`src/rtl/cql_pkg.sv`:
```
`timescale 1ns / 1ps

package cql_pkg;

    localparam int DATA_WIDTH_DEF  = 32;
    localparam int FRAC_BITS_DEF   = 24;
    localparam int COUNT_WIDTH_DEF = 16;
    localparam int SUM_WIDTH       = 48;
    localparam int NUM_REGS        = 7;

    typedef enum logic [2:0] {
        REG_MODEL_KIND  = 3'd0,
        REG_INTERCEPT   = 3'd1,
        REG_PERSISTENCE = 3'd2,
        REG_POS_COEF    = 3'd3,
        REG_NEG_COEF    = 3'd4,
        REG_RISK_LEVEL  = 3'd5,
        REG_INIT_QUANT  = 3'd6
    } reg_idx_t;

    typedef struct packed {
        logic start;
        logic neg;
    } mul_ctl_t;

endpackage

```
`src/rtl/cql_regs.sv`:
```
`timescale 1ns / 1ps

module cql_regs #(
    parameter int DATA_WIDTH = cql_pkg::DATA_WIDTH_DEF,
    parameter int FRAC_BITS  = cql_pkg::FRAC_BITS_DEF,
    parameter int PDATA_W    = 32,
    parameter int ADDR_W     = 5
) (
    input  logic                  clk,
    input  logic                  rst_n,
    input  logic                  psel,
    input  logic                  penable,
    input  logic                  pwrite,
    input  logic [ADDR_W-1:0]     paddr,
    input  logic [PDATA_W-1:0]    pwdata,
    output logic [PDATA_W-1:0]    prdata,
    output logic                  model_kind,
    output logic [DATA_WIDTH-1:0] intercept,
    output logic [DATA_WIDTH-1:0] persistence,
    output logic [DATA_WIDTH-1:0] pos_coef,
    output logic [DATA_WIDTH-1:0] neg_coef,
    output logic [FRAC_BITS:0]    risk_level,
    output logic [DATA_WIDTH-1:0] initial_quantile
);

    localparam int SL = $clog2(PDATA_W / 8);
    localparam logic [FRAC_BITS:0] RISK_RESET =
        (FRAC_BITS+1)'(((64'd1 << FRAC_BITS) * 64'd5 + 64'd50) / 64'd100);

    logic                  model_kind_reg;
    logic [DATA_WIDTH-1:0] intercept_reg;
    logic [DATA_WIDTH-1:0] persistence_reg;
    logic [DATA_WIDTH-1:0] pos_coef_reg;
    logic [DATA_WIDTH-1:0] neg_coef_reg;
    logic [FRAC_BITS:0]    risk_level_reg;
    logic [DATA_WIDTH-1:0] init_q_reg;
    cql_pkg::reg_idx_t     idx;
    logic                  wr;

    assign idx = cql_pkg::reg_idx_t'(paddr[ADDR_W-1:SL]);
    assign wr  = psel && penable && pwrite;

    always_ff @(posedge clk or negedge rst_n)
    begin
        if (!rst_n)
        begin
            model_kind_reg  <= 1'b0;
            intercept_reg   <= '0;
            persistence_reg <= '0;
            pos_coef_reg    <= '0;
            neg_coef_reg    <= '0;
            risk_level_reg  <= RISK_RESET;
            init_q_reg      <= '0;
        end
        else if (wr)
        begin
            case (idx)
                cql_pkg::REG_MODEL_KIND:  model_kind_reg  <= pwdata[0];
                cql_pkg::REG_INTERCEPT:   intercept_reg   <= pwdata[DATA_WIDTH-1:0];
                cql_pkg::REG_PERSISTENCE: persistence_reg <= pwdata[DATA_WIDTH-1:0];
                cql_pkg::REG_POS_COEF:    pos_coef_reg    <= pwdata[DATA_WIDTH-1:0];
                cql_pkg::REG_NEG_COEF:    neg_coef_reg    <= pwdata[DATA_WIDTH-1:0];
                cql_pkg::REG_RISK_LEVEL:  risk_level_reg  <= pwdata[FRAC_BITS:0];
                cql_pkg::REG_INIT_QUANT:  init_q_reg      <= pwdata[DATA_WIDTH-1:0];
                default: ;
            endcase
        end
    end

    always_comb
    begin
        case (idx)
            cql_pkg::REG_MODEL_KIND:  prdata = PDATA_W'(model_kind_reg);
            cql_pkg::REG_INTERCEPT:   prdata = PDATA_W'(intercept_reg);
            cql_pkg::REG_PERSISTENCE: prdata = PDATA_W'(persistence_reg);
            cql_pkg::REG_POS_COEF:    prdata = PDATA_W'(pos_coef_reg);
            cql_pkg::REG_NEG_COEF:    prdata = PDATA_W'(neg_coef_reg);
            cql_pkg::REG_RISK_LEVEL:  prdata = PDATA_W'(risk_level_reg);
            cql_pkg::REG_INIT_QUANT:  prdata = PDATA_W'(init_q_reg);
            default:                  prdata = '0;
        endcase
    end

    assign model_kind       = model_kind_reg;
    assign intercept        = intercept_reg;
    assign persistence      = persistence_reg;
    assign pos_coef         = pos_coef_reg;
    assign neg_coef         = neg_coef_reg;
    assign risk_level       = risk_level_reg;
    assign initial_quantile = init_q_reg;

endmodule

```
`src/rtl/cql_mul.sv`:
```
`timescale 1ns / 1ps

// sign-magnitude multiply, two half-width passes, floor(a*b >> FRAC_BITS)
module cql_mul #(
    parameter int DATA_WIDTH = cql_pkg::DATA_WIDTH_DEF,
    parameter int FRAC_BITS  = cql_pkg::FRAC_BITS_DEF
) (
    input  logic                  clk,
    input  logic                  rst_n,
    input  cql_pkg::mul_ctl_t     ctl,
    input  logic [((DATA_WIDTH > FRAC_BITS+1) ? DATA_WIDTH : FRAC_BITS+1)-1:0] a_mag,
    input  logic [((DATA_WIDTH > FRAC_BITS+1) ? DATA_WIDTH : FRAC_BITS+1)-1:0] b_mag,
    output logic                  done,
    output logic [DATA_WIDTH-1:0] res_s,
    output logic [DATA_WIDTH-1:0] res_u
);

    localparam int MW  = (DATA_WIDTH > FRAC_BITS+1) ? DATA_WIDTH : FRAC_BITS+1;
    localparam int HW  = (MW + 1) / 2;
    localparam int LW  = MW - HW;
    localparam int PW  = 2 * MW;
    localparam int SHW = PW - FRAC_BITS;

    localparam logic [SHW:0] DMAX_X  = {{(SHW+2-DATA_WIDTH){1'b0}}, {(DATA_WIDTH-1){1'b1}}};
    localparam logic [SHW:0] DMINM_X =
        {{(SHW+1-DATA_WIDTH){1'b0}}, 1'b1, {(DATA_WIDTH-1){1'b0}}};
    localparam logic [SHW:0] DMASK_X = {{(SHW+1-DATA_WIDTH){1'b0}}, {DATA_WIDTH{1'b1}}};
    localparam logic [DATA_WIDTH-1:0] DMAX = {1'b0, {(DATA_WIDTH-1){1'b1}}};
    localparam logic [DATA_WIDTH-1:0] DMIN = {1'b1, {(DATA_WIDTH-1){1'b0}}};

    typedef enum logic [1:0] {
        M_IDLE,
        M_LO,
        M_HI,
        M_POST
    } mstate_t;

    mstate_t               state_reg;
    logic                  done_reg;
    logic [MW-1:0]         a_reg;
    logic [MW-1:0]         b_reg;
    logic                  neg_reg;
    logic [PW-1:0]         prod_reg;
    logic [DATA_WIDTH-1:0] res_s_reg;
    logic [DATA_WIDTH-1:0] res_u_reg;

    logic [HW-1:0]         b_part;
    logic [MW+HW-1:0]      pp;
    logic [SHW:0]          sh;
    logic [SHW:0]          rnd;
    logic [DATA_WIDTH-1:0] s_val;
    logic [DATA_WIDTH-1:0] u_val;

    assign b_part = (state_reg == M_LO) ? b_reg[HW-1:0] : HW'(b_reg[MW-1:HW]);
    assign pp     = a_reg * b_part;

    assign sh  = {1'b0, prod_reg[PW-1:FRAC_BITS]};
    assign rnd = sh + (SHW+1)'(|prod_reg[FRAC_BITS-1:0]);

    always_comb
    begin
        if (!neg_reg)
            s_val = (sh > DMAX_X) ? DMAX : sh[DATA_WIDTH-1:0];
        else if (rnd > DMINM_X)
            s_val = DMIN;
        else
            s_val = ~rnd[DATA_WIDTH-1:0] + 1'b1;
        u_val = (sh > DMASK_X) ? {DATA_WIDTH{1'b1}} : sh[DATA_WIDTH-1:0];
    end

    always_ff @(posedge clk or negedge rst_n)
    begin
        if (!rst_n)
        begin
            state_reg <= M_IDLE;
            done_reg  <= 1'b0;
        end
        else
        begin
            done_reg <= (state_reg == M_POST);
            case (state_reg)
                M_IDLE:  if (ctl.start) state_reg <= M_LO;
                M_LO:    state_reg <= M_HI;
                M_HI:    state_reg <= M_POST;
                M_POST:  state_reg <= M_IDLE;
                default: state_reg <= M_IDLE;
            endcase
        end
    end

    always_ff @(posedge clk)
    begin
        if (ctl.start)
        begin
            a_reg   <= a_mag;
            b_reg   <= b_mag;
            neg_reg <= ctl.neg;
        end
        case (state_reg)
            M_LO:    prod_reg <= PW'(pp);
            M_HI:    prod_reg <= prod_reg + {pp[MW+LW-1:0], {HW{1'b0}}};
            M_POST:
            begin
                res_s_reg <= s_val;
                res_u_reg <= u_val;
            end
            default: ;
        endcase
    end

    assign done  = done_reg;
    assign res_s = res_s_reg;
    assign res_u = res_u_reg;

endmodule

```
`src/rtl/cql_div.sv`:
```
`timescale 1ns / 1ps

// restoring divider, one quotient bit per cycle
module cql_div #(
    parameter int COUNT_WIDTH = cql_pkg::COUNT_WIDTH_DEF
) (
    input  logic                          clk,
    input  logic                          rst_n,
    input  logic                          start,
    input  logic [cql_pkg::SUM_WIDTH-1:0] dividend,
    input  logic [COUNT_WIDTH-1:0]        divisor,
    output logic                          done,
    output logic [cql_pkg::SUM_WIDTH-1:0] quotient
);

    localparam int SW    = cql_pkg::SUM_WIDTH;
    localparam int CNT_W = $clog2(SW + 1);

    logic [CNT_W-1:0]       cnt_reg;
    logic                   done_reg;
    logic [SW-1:0]          quo_reg;
    logic [COUNT_WIDTH-1:0] rem_reg;
    logic [COUNT_WIDTH-1:0] dvs_reg;
    logic [COUNT_WIDTH:0]   trial;
    logic [COUNT_WIDTH:0]   diff;
    logic                   ge;

    assign trial = {rem_reg, quo_reg[SW-1]};
    assign diff  = trial - {1'b0, dvs_reg};
    assign ge    = trial >= {1'b0, dvs_reg};

    always_ff @(posedge clk or negedge rst_n)
    begin
        if (!rst_n)
        begin
            cnt_reg  <= '0;
            done_reg <= 1'b0;
        end
        else
        begin
            done_reg <= (cnt_reg == CNT_W'(1));
            if (start)
                cnt_reg <= CNT_W'(SW);
            else if (cnt_reg != '0)
                cnt_reg <= cnt_reg - 1'b1;
        end
    end

    always_ff @(posedge clk)
    begin
        if (start)
        begin
            quo_reg <= dividend;
            rem_reg <= '0;
            dvs_reg <= divisor;
        end
        else if (cnt_reg != '0)
        begin
            rem_reg <= ge ? diff[COUNT_WIDTH-1:0] : trial[COUNT_WIDTH-1:0];
            quo_reg <= {quo_reg[SW-2:0], ge};
        end
    end

    assign done     = done_reg;
    assign quotient = quo_reg;

endmodule

```
`src/rtl/caviar_quantile_loss_top.sv`:
```
`timescale 1ns / 1ps

// CAViaR quantile tracker with pinball loss. Each sample word gives one result word.
// The recursion and loss products of a later word, in symmetric and asymmetric
// mode alike, all run through one shared multiplier that forms each product in
// two half-width passes, then rounding and saturation. A word marked last with
// at least one loss term adds the 48-step serial divider that forms the mean.
// The input is stalled while a word is in work; a finished result sits in the
// output register, so the next word can be taken while it waits.
module caviar_quantile_loss_top #(
    parameter int DATA_WIDTH  = cql_pkg::DATA_WIDTH_DEF,
    parameter int FRAC_BITS   = cql_pkg::FRAC_BITS_DEF,
    parameter int COUNT_WIDTH = cql_pkg::COUNT_WIDTH_DEF
) (
    input  logic                         clk,
    input  logic                         rst_n,
    input  logic                         psel,
    input  logic                         penable,
    input  logic                         pwrite,
    input  logic [$clog2(cql_pkg::NUM_REGS *
        ((((DATA_WIDTH > FRAC_BITS+1) ? DATA_WIDTH : FRAC_BITS+1) > 32) ? 8 : 4))-1:0] paddr,
    input  logic [((((DATA_WIDTH > FRAC_BITS+1) ? DATA_WIDTH : FRAC_BITS+1) > 32)
        ? 64 : 32)-1:0]                  pwdata,
    output logic [((((DATA_WIDTH > FRAC_BITS+1) ? DATA_WIDTH : FRAC_BITS+1) > 32)
        ? 64 : 32)-1:0]                  prdata,
    output logic                         pready,
    input  logic                         smp_valid,
    output logic                         smp_stall,
    input  logic signed [DATA_WIDTH-1:0] sample,
    input  logic                         last,
    output logic                         res_valid,
    input  logic                         res_stall,
    output logic signed [DATA_WIDTH-1:0] quantile,
    output logic [DATA_WIDTH-1:0]        loss_term,
    output logic                         loss_valid,
    output logic [DATA_WIDTH-1:0]        mean_loss,
    output logic                         mean_valid,
    output logic                         count_overflow
);

    localparam int REG_W   = (DATA_WIDTH > FRAC_BITS+1) ? DATA_WIDTH : FRAC_BITS+1;
    localparam int PDATA_W = (REG_W > 32) ? 64 : 32;
    localparam int ADDR_W  = $clog2(cql_pkg::NUM_REGS * (PDATA_W / 8));
    localparam int MW      = REG_W;
    localparam int ACW     = DATA_WIDTH + 2;
    localparam int SW      = cql_pkg::SUM_WIDTH;

    localparam logic [DATA_WIDTH-1:0] DMAX = {1'b0, {(DATA_WIDTH-1){1'b1}}};
    localparam logic [DATA_WIDTH-1:0] DMIN = {1'b1, {(DATA_WIDTH-1){1'b0}}};
    localparam logic signed [ACW-1:0] ACC_MAX = {3'b000, {(DATA_WIDTH-1){1'b1}}};
    localparam logic signed [ACW-1:0] ACC_MIN = {3'b111, {(DATA_WIDTH-1){1'b0}}};
    localparam logic [FRAC_BITS:0]    ONE_Q   = {1'b1, {FRAC_BITS{1'b0}}};
    localparam logic [SW:0]           SUM_MAX = {1'b0, {SW{1'b1}}};

    typedef enum logic [3:0] {
        S_IDLE,
        S_PERS,
        S_POS,
        S_NEG,
        S_QSAT,
        S_LOSS_GO,
        S_LOSS,
        S_FIN,
        S_DIV,
        S_OUT
    } state_t;

    function automatic logic [DATA_WIDTH-1:0] mag_of(input logic [DATA_WIDTH-1:0] v);
        return v[DATA_WIDTH-1] ? (~v + 1'b1) : v;
    endfunction

    logic                  model_kind;
    logic [DATA_WIDTH-1:0] intercept;
    logic [DATA_WIDTH-1:0] persistence;
    logic [DATA_WIDTH-1:0] pos_coef;
    logic [DATA_WIDTH-1:0] neg_coef;
    logic [FRAC_BITS:0]    risk_level;
    logic [DATA_WIDTH-1:0] initial_quantile;

    state_t                 state_reg;
    logic                   started_reg;
    logic                   ovf_reg;
    logic [COUNT_WIDTH-1:0] count_reg;
    logic [SW-1:0]          sum_reg;
    logic                   res_valid_reg;

    logic [DATA_WIDTH-1:0]  prev_q_reg;
    logic [DATA_WIDTH-1:0]  prev_r_reg;
    logic [DATA_WIDTH-1:0]  r_reg;
    logic                   last_reg;
    logic signed [ACW-1:0]  acc_reg;
    logic [DATA_WIDTH-1:0]  q_reg;
    logic [DATA_WIDTH-1:0]  loss_reg;
    logic                   lv_reg;
    logic [DATA_WIDTH-1:0]  mean_reg;
    logic                   mv_reg;

    logic [DATA_WIDTH-1:0]  quantile_reg;
    logic [DATA_WIDTH-1:0]  loss_term_reg;
    logic                   loss_valid_reg;
    logic [DATA_WIDTH-1:0]  mean_loss_reg;
    logic                   mean_valid_reg;
    logic                   count_ovf_reg;

    logic                   accept;
    logic                   out_load;
    cql_pkg::mul_ctl_t      mul_ctl;
    logic [MW-1:0]          mul_a;
    logic [MW-1:0]          mul_b;
    logic                   mul_done;
    logic [DATA_WIDTH-1:0]  mul_res_s;
    logic [DATA_WIDTH-1:0]  mul_res_u;
    logic                   div_start;
    logic                   div_done;
    logic [SW-1:0]          div_quo;

    logic signed [ACW-1:0]  acc_add;
    logic [DATA_WIDTH-1:0]  q_sat;
    logic                   r_lt_q;
    logic [DATA_WIDTH-1:0]  loss_mag;
    logic [FRAC_BITS:0]     tau;
    logic [FRAC_BITS:0]     rate;
    logic [SW:0]            sum_add;
    logic [DATA_WIDTH-1:0]  mean_sat;

    cql_regs #(
        .DATA_WIDTH (DATA_WIDTH),
        .FRAC_BITS  (FRAC_BITS),
        .PDATA_W    (PDATA_W),
        .ADDR_W     (ADDR_W)
    ) u_regs (
        .clk              (clk),
        .rst_n            (rst_n),
        .psel             (psel),
        .penable          (penable),
        .pwrite           (pwrite),
        .paddr            (paddr),
        .pwdata           (pwdata),
        .prdata           (prdata),
        .model_kind       (model_kind),
        .intercept        (intercept),
        .persistence      (persistence),
        .pos_coef         (pos_coef),
        .neg_coef         (neg_coef),
        .risk_level       (risk_level),
        .initial_quantile (initial_quantile)
    );

    cql_mul #(
        .DATA_WIDTH (DATA_WIDTH),
        .FRAC_BITS  (FRAC_BITS)
    ) u_mul (
        .clk   (clk),
        .rst_n (rst_n),
        .ctl   (mul_ctl),
        .a_mag (mul_a),
        .b_mag (mul_b),
        .done  (mul_done),
        .res_s (mul_res_s),
        .res_u (mul_res_u)
    );

    cql_div #(
        .COUNT_WIDTH (COUNT_WIDTH)
    ) u_div (
        .clk      (clk),
        .rst_n    (rst_n),
        .start    (div_start),
        .dividend (sum_reg),
        .divisor  (count_reg),
        .done     (div_done),
        .quotient (div_quo)
    );

    assign pready    = 1'b1;
    assign smp_stall = (state_reg != S_IDLE);
    assign accept    = smp_valid && (state_reg == S_IDLE);
    assign out_load  = (state_reg == S_OUT) && (!res_valid_reg || !res_stall);
    assign div_start = (state_reg == S_FIN) && last_reg && (count_reg != '0);

    // recursion terms and loss share the multiplier
    always_comb
    begin
        mul_ctl = '0;
        mul_a   = '0;
        mul_b   = '0;
        case (state_reg)
            S_IDLE:
            begin
                mul_ctl.start = accept && started_reg;
                mul_ctl.neg   = persistence[DATA_WIDTH-1] ^ prev_q_reg[DATA_WIDTH-1];
                mul_a         = MW'(mag_of(persistence));
                mul_b         = MW'(mag_of(prev_q_reg));
            end
            S_PERS:
            begin
                mul_ctl.start = mul_done;
                mul_ctl.neg   = pos_coef[DATA_WIDTH-1];
                mul_a         = MW'(mag_of(pos_coef));
                if (model_kind)
                    mul_b = prev_r_reg[DATA_WIDTH-1] ? '0 : MW'(prev_r_reg);
                else
                    mul_b = MW'(mag_of(prev_r_reg));
            end
            S_POS:
            begin
                mul_ctl.start = mul_done && model_kind;
                mul_ctl.neg   = neg_coef[DATA_WIDTH-1] ^ prev_r_reg[DATA_WIDTH-1];
                mul_a         = MW'(mag_of(neg_coef));
                mul_b         = prev_r_reg[DATA_WIDTH-1] ? MW'(mag_of(prev_r_reg)) : '0;
            end
            S_LOSS_GO:
            begin
                mul_ctl.start = 1'b1;
                mul_a         = MW'(loss_mag);
                mul_b         = MW'(rate);
            end
            default: ;
        endcase
    end

    assign acc_add = acc_reg + {{2{mul_res_s[DATA_WIDTH-1]}}, mul_res_s};

    always_comb
    begin
        if (acc_reg > ACC_MAX)
            q_sat = DMAX;
        else if (acc_reg < ACC_MIN)
            q_sat = DMIN;
        else
            q_sat = acc_reg[DATA_WIDTH-1:0];
    end

    assign r_lt_q   = $signed(r_reg) < $signed(q_reg);
    assign loss_mag = r_lt_q ? (q_reg - r_reg) : (r_reg - q_reg);
    assign tau      = (risk_level > ONE_Q) ? ONE_Q : risk_level;
    assign rate     = r_lt_q ? (ONE_Q - tau) : tau;
    assign sum_add  = {1'b0, sum_reg} + (SW+1)'(mul_res_u);
    assign mean_sat = (div_quo > SW'({DATA_WIDTH{1'b1}})) ? {DATA_WIDTH{1'b1}}
                                                          : div_quo[DATA_WIDTH-1:0];

    always_ff @(posedge clk or negedge rst_n)
    begin
        if (!rst_n)
        begin
            state_reg     <= S_IDLE;
            started_reg   <= 1'b0;
            ovf_reg       <= 1'b0;
            count_reg     <= '0;
            sum_reg       <= '0;
            res_valid_reg <= 1'b0;
        end
        else
        begin
            if (out_load)
                res_valid_reg <= 1'b1;
            else if (!res_stall)
                res_valid_reg <= 1'b0;

            case (state_reg)
                S_IDLE:
                begin
                    if (accept)
                    begin
                        started_reg <= 1'b1;
                        state_reg   <= started_reg ? S_PERS : S_FIN;
                    end
                end
                S_PERS:
                    if (mul_done) state_reg <= S_POS;
                S_POS:
                    if (mul_done) state_reg <= model_kind ? S_NEG : S_QSAT;
                S_NEG:
                    if (mul_done) state_reg <= S_QSAT;
                S_QSAT:
                    state_reg <= S_LOSS_GO;
                S_LOSS_GO:
                    state_reg <= S_LOSS;
                S_LOSS:
                begin
                    if (mul_done)
                    begin
                        sum_reg <= (sum_add > SUM_MAX) ? SUM_MAX[SW-1:0] : sum_add[SW-1:0];
                        if (&count_reg)
                            ovf_reg <= 1'b1;
                        else
                            count_reg <= count_reg + 1'b1;
                        state_reg <= S_FIN;
                    end
                end
                S_FIN:
                    state_reg <= div_start ? S_DIV : S_OUT;
                S_DIV:
                    if (div_done) state_reg <= S_OUT;
                S_OUT:
                begin
                    if (out_load)
                    begin
                        if (last_reg)
                        begin
                            started_reg <= 1'b0;
                            ovf_reg     <= 1'b0;
                            count_reg   <= '0;
                            sum_reg     <= '0;
                        end
                        state_reg <= S_IDLE;
                    end
                end
                default:
                    state_reg <= S_IDLE;
            endcase
        end
    end

    always_ff @(posedge clk)
    begin
        case (state_reg)
            S_IDLE:
            begin
                if (accept)
                begin
                    r_reg    <= sample;
                    last_reg <= last;
                    acc_reg  <= {{2{intercept[DATA_WIDTH-1]}}, intercept};
                    lv_reg   <= started_reg;
                    if (!started_reg)
                    begin
                        q_reg    <= initial_quantile;
                        loss_reg <= '0;
                    end
                end
            end
            S_PERS, S_POS, S_NEG:
                if (mul_done) acc_reg <= acc_add;
            S_QSAT:
                q_reg <= q_sat;
            S_LOSS:
                if (mul_done) loss_reg <= mul_res_u;
            S_FIN:
            begin
                prev_q_reg <= q_reg;
                prev_r_reg <= r_reg;
                mean_reg   <= '0;
                mv_reg     <= 1'b0;
            end
            S_DIV:
            begin
                if (div_done)
                begin
                    mean_reg <= mean_sat;
                    mv_reg   <= 1'b1;
                end
            end
            default: ;
        endcase

        if (out_load)
        begin
            quantile_reg   <= q_reg;
            loss_term_reg  <= loss_reg;
            loss_valid_reg <= lv_reg;
            mean_loss_reg  <= mean_reg;
            mean_valid_reg <= mv_reg;
            count_ovf_reg  <= ovf_reg;
        end
    end

    assign res_valid      = res_valid_reg;
    assign quantile       = quantile_reg;
    assign loss_term      = loss_term_reg;
    assign loss_valid     = loss_valid_reg;
    assign mean_loss      = mean_loss_reg;
    assign mean_valid     = mean_valid_reg;
    assign count_overflow = count_ovf_reg;

endmodule

```
`config.mk`:
```
export PLATFORM = sky130hd
export DESIGN_NAME = caviar_quantile_loss_top
export DESIGN_NICKNAME = d
export VERILOG_FILES = /design/src/rtl/cql_pkg.sv /design/src/rtl/cql_regs.sv /design/src/rtl/cql_mul.sv /design/src/rtl/cql_div.sv /design/src/rtl/caviar_quantile_loss_top.sv
export SDC_FILE = /design/constraint.sdc
export NUM_CORES = 2
export LEC_CHECK = 0
export BUFFER_PORTS_ARGS = -buffer_cell sky130_fd_sc_hd__buf_2
export CORE_ASPECT_RATIO = 0.6
export CORE_MARGIN = 4
export CORE_UTILIZATION = 60
export CTS_CLUSTER_DIAMETER = 150
export DETAILED_ROUTE_END_ITERATION = 10
export PLACE_DENSITY = 0.87
export SETUP_SLACK_MARGIN = 0.02
export SLEW_MARGIN = 20
export SYNTH_ARGS = -nofsm -noshare
export SYNTH_HDL_FRONTEND = slang
export SYNTH_HIERARCHICAL = 1
export SYNTH_SLANG_ARGS = --single-unit
```
`constraint.sdc`:
```
create_clock -name clk -period 19 [get_ports clk]
set_input_delay 0.95 -clock clk [delete_from_list [all_inputs] [get_ports clk]]
set_output_delay 0.95 -clock clk [all_outputs]
set_load 0.02 [all_outputs]
```
==> impl_results.md <==
- Status: finished clean
- MaxCap Viol Count: 0
- Worst Path Arrival: 11840 ps
- Vias per Instance: 6.721
- Worst-margin pin slew: 1246 ps
- Setup crit end kind: flop
- RSZ-0062 raised after global routing: false
- Synth area leaders: edfxtp_1 (26%), fa_1 (12%), dfrtp_1 (9.4%)
- #FFs+latches synth: 868
- Crit-path max FO: 32
- Tmin final: 11380 ps
- PortBufs: 207
- Postcts setup bufs: 0
- Initial Util: 0.6069
- Post-CTS Resized: 0
- Post-synth EDFFs: 585
- First DRT Iteration DRCs: 8969
- Avg Inst Size Synth: 9.991 um2
- Vias in the first global route: 54380
- Synthesis-to-finish area growth: 7.490%
- Syn Nets: 7663
- Clock-pin slew on the worst setup and hold paths: 70 ps
- Core area: 112400 um2
- Max reg flops: 64
- CTS Buf Count: 82
- Slew HR: 0.1604
- Slowest stage cell, crit path: mux2_2
- Share of cells above drive strength 1: 0.1250
- Yosys top cell by area: edfxtp_1
- H-tree depth: 3
- Max stage delay on crit path: 880 ps
- Fmax: 87.89 MHz
- Routed Antenna Nets: 0
- Yosys top cell area share: 0.2574
- Clock skew: 46.20 ps
- Worst Setup Start Kind: flop
- Synth warn: 6
- Largest net degree at the start of global routing: 92
- GRT Overall Usage: 0.3709
- Ys flop type: edfxtp_1
- CTS root buf: clkbuf_16
- Max Root-Sink Buffers: 3
- Final Util: 0.6523
- DR vias: 56680
- Cell variety after synth: 111
- DR WL/cell: 26.81 um
- Final Hold Vio Count: 0
- Hold_buf cts: 0
- Worst r2r path cells: 33
- Worst hold path class: in -> async
- Synth cell count leaders: nand2_1 (743), inv_1 (657), edfxtp_1 (585)
- RePlAce Congestion: 1.051
- Total gr overflow: 0
- # DRC: 0
- # IOs: 211
- Setup TNS: 0 ps
- Skew-Pair Late Insertion Delay: 740 ps
- First-pass GRT wire length: 338000 um
- Req. time, crit path: 19460 ps
- Routed wire length: 226100 um
- Die height: 269.2 um
- 1st-pass router iterations: 8
- Async S/R FF share, synth: 0.3076
- Most common cell in the netlist: nand2_1
- Initial antenna violation count: 30
- Detailed Place HPWL: 170800 um
- Crit Path Class: reg -> reg
- Syn Inst Count: 6830
- Register area share after synthesis: 0.3602
- Finish-stage setup viols: 0
- Final net count: 7676
- Final Cycle Share: 0.5989
- CTS tree: yes
- Mapped Area: 68240 um2
- Die X: 443.4 um
- Max-slew violations: 0
- Die area: 119400 um2
- Num rows: 95
- Clock sinks: 868
worst max-delay path: cells and delay by family (launching register included):
family | cells | cell delay, ps
and+or+nand+nor | 5 | 1100
xor gates and xnor gates | 3 | 670
buffers and inverters | 7 | 910
adders and majority gates | 9 | 4100
DFF | 1 | 410
AOI/OAI and AO/OA | 8 | 2970
muxes | 1 | 880
worst paths after layout:
path	start	end	slack, ps
max in group asynchronous	rst_n	sum_reg[45]$_DFFE_PN0P_	16060
min in group clk	sample[6]	r_reg[6]$_DFFE_PP_	380
worst min register to register	loss_reg[9]$_SDFFCE_PN0P_	loss_term[9]$_DFFE_PP_	410
worst max register to register	u_mul/state_reg[1]$_DFFE_PN0P_	u_mul/prod_reg[63]$_SDFFCE_PN0P_	7620
worst min-delay path	rst_n	u_mul/state_reg[1]$_DFFE_PN0P_	230
worst max-delay path	u_mul/state_reg[1]$_DFFE_PN0P_	u_mul/prod_reg[63]$_SDFFCE_PN0P_	7620
per-stage QoR:
stage               hold slack, ps  worst slack, ps  cells  area, um2
floorplan                    400.3             8856   6830      68240
global placement             401.9             8100   8259      70270
detailed placement           404.5             8006   8259      70270
CTS                          233.1             7950   8413      73220
global route                 261.2             7263   8426      73330
finish                       227.0             7622   8434      73350
logic make-up after synthesis:
kind of cell             share of synthesized area
flip-flops                                  0.3602
adder cells (fa/ha/maj)                     0.1853
AND/OR/NAND/NOR                             0.1493
buffers and inverters                      0.05820
multiplexers                               0.06432
AO/OA/AOI/OAI                               0.1386
XOR/XNOR                                   0.04397
other                                   0.00005495
final cells by class:
cell class,instances,area (um2)
Antenna cell,18,45.04
Timing Repair Buffer,275,1605
Sequential cell,868,24580
Clock inverter,49,638.1
Multi-Input combinational cell,4959,39820
Inverter,657,2466
Tap cell,1503,1881
Fill cell,8458,39100
Clock buffer,105,2312
layer usage:
layer / track usage / wire (um)
met5: 0 / 153
met4: 0.1452 / 10160
met3: 0.1820 / 40940
met2: 0.4887 / 87680
met1: 0.5203 / 87160
placed cells by master (no fill, tap or decap), drive strengths merged, types with 52 or more instances in the layout:
master  count
nand2     743
inv       668
edfxtp    585
fa        424
a21oi     366
o21ai     349
ha        332
nor2      322
mux2      310
buf       275
dfrtp     256
and2      216
xnor2     177
xor2      163
nand3     119
a21o      109
clkbuf    105
nor3       99
mux2i      83
nand4      79
o21a       71
and3       70
nor2b      61
nor4       61
o31ai      60
or2        57
a31oi      52
Power is left out: the tool's default activity adds up to more than one toggle a clock period on the data nets, which glitch-free logic cannot reach.
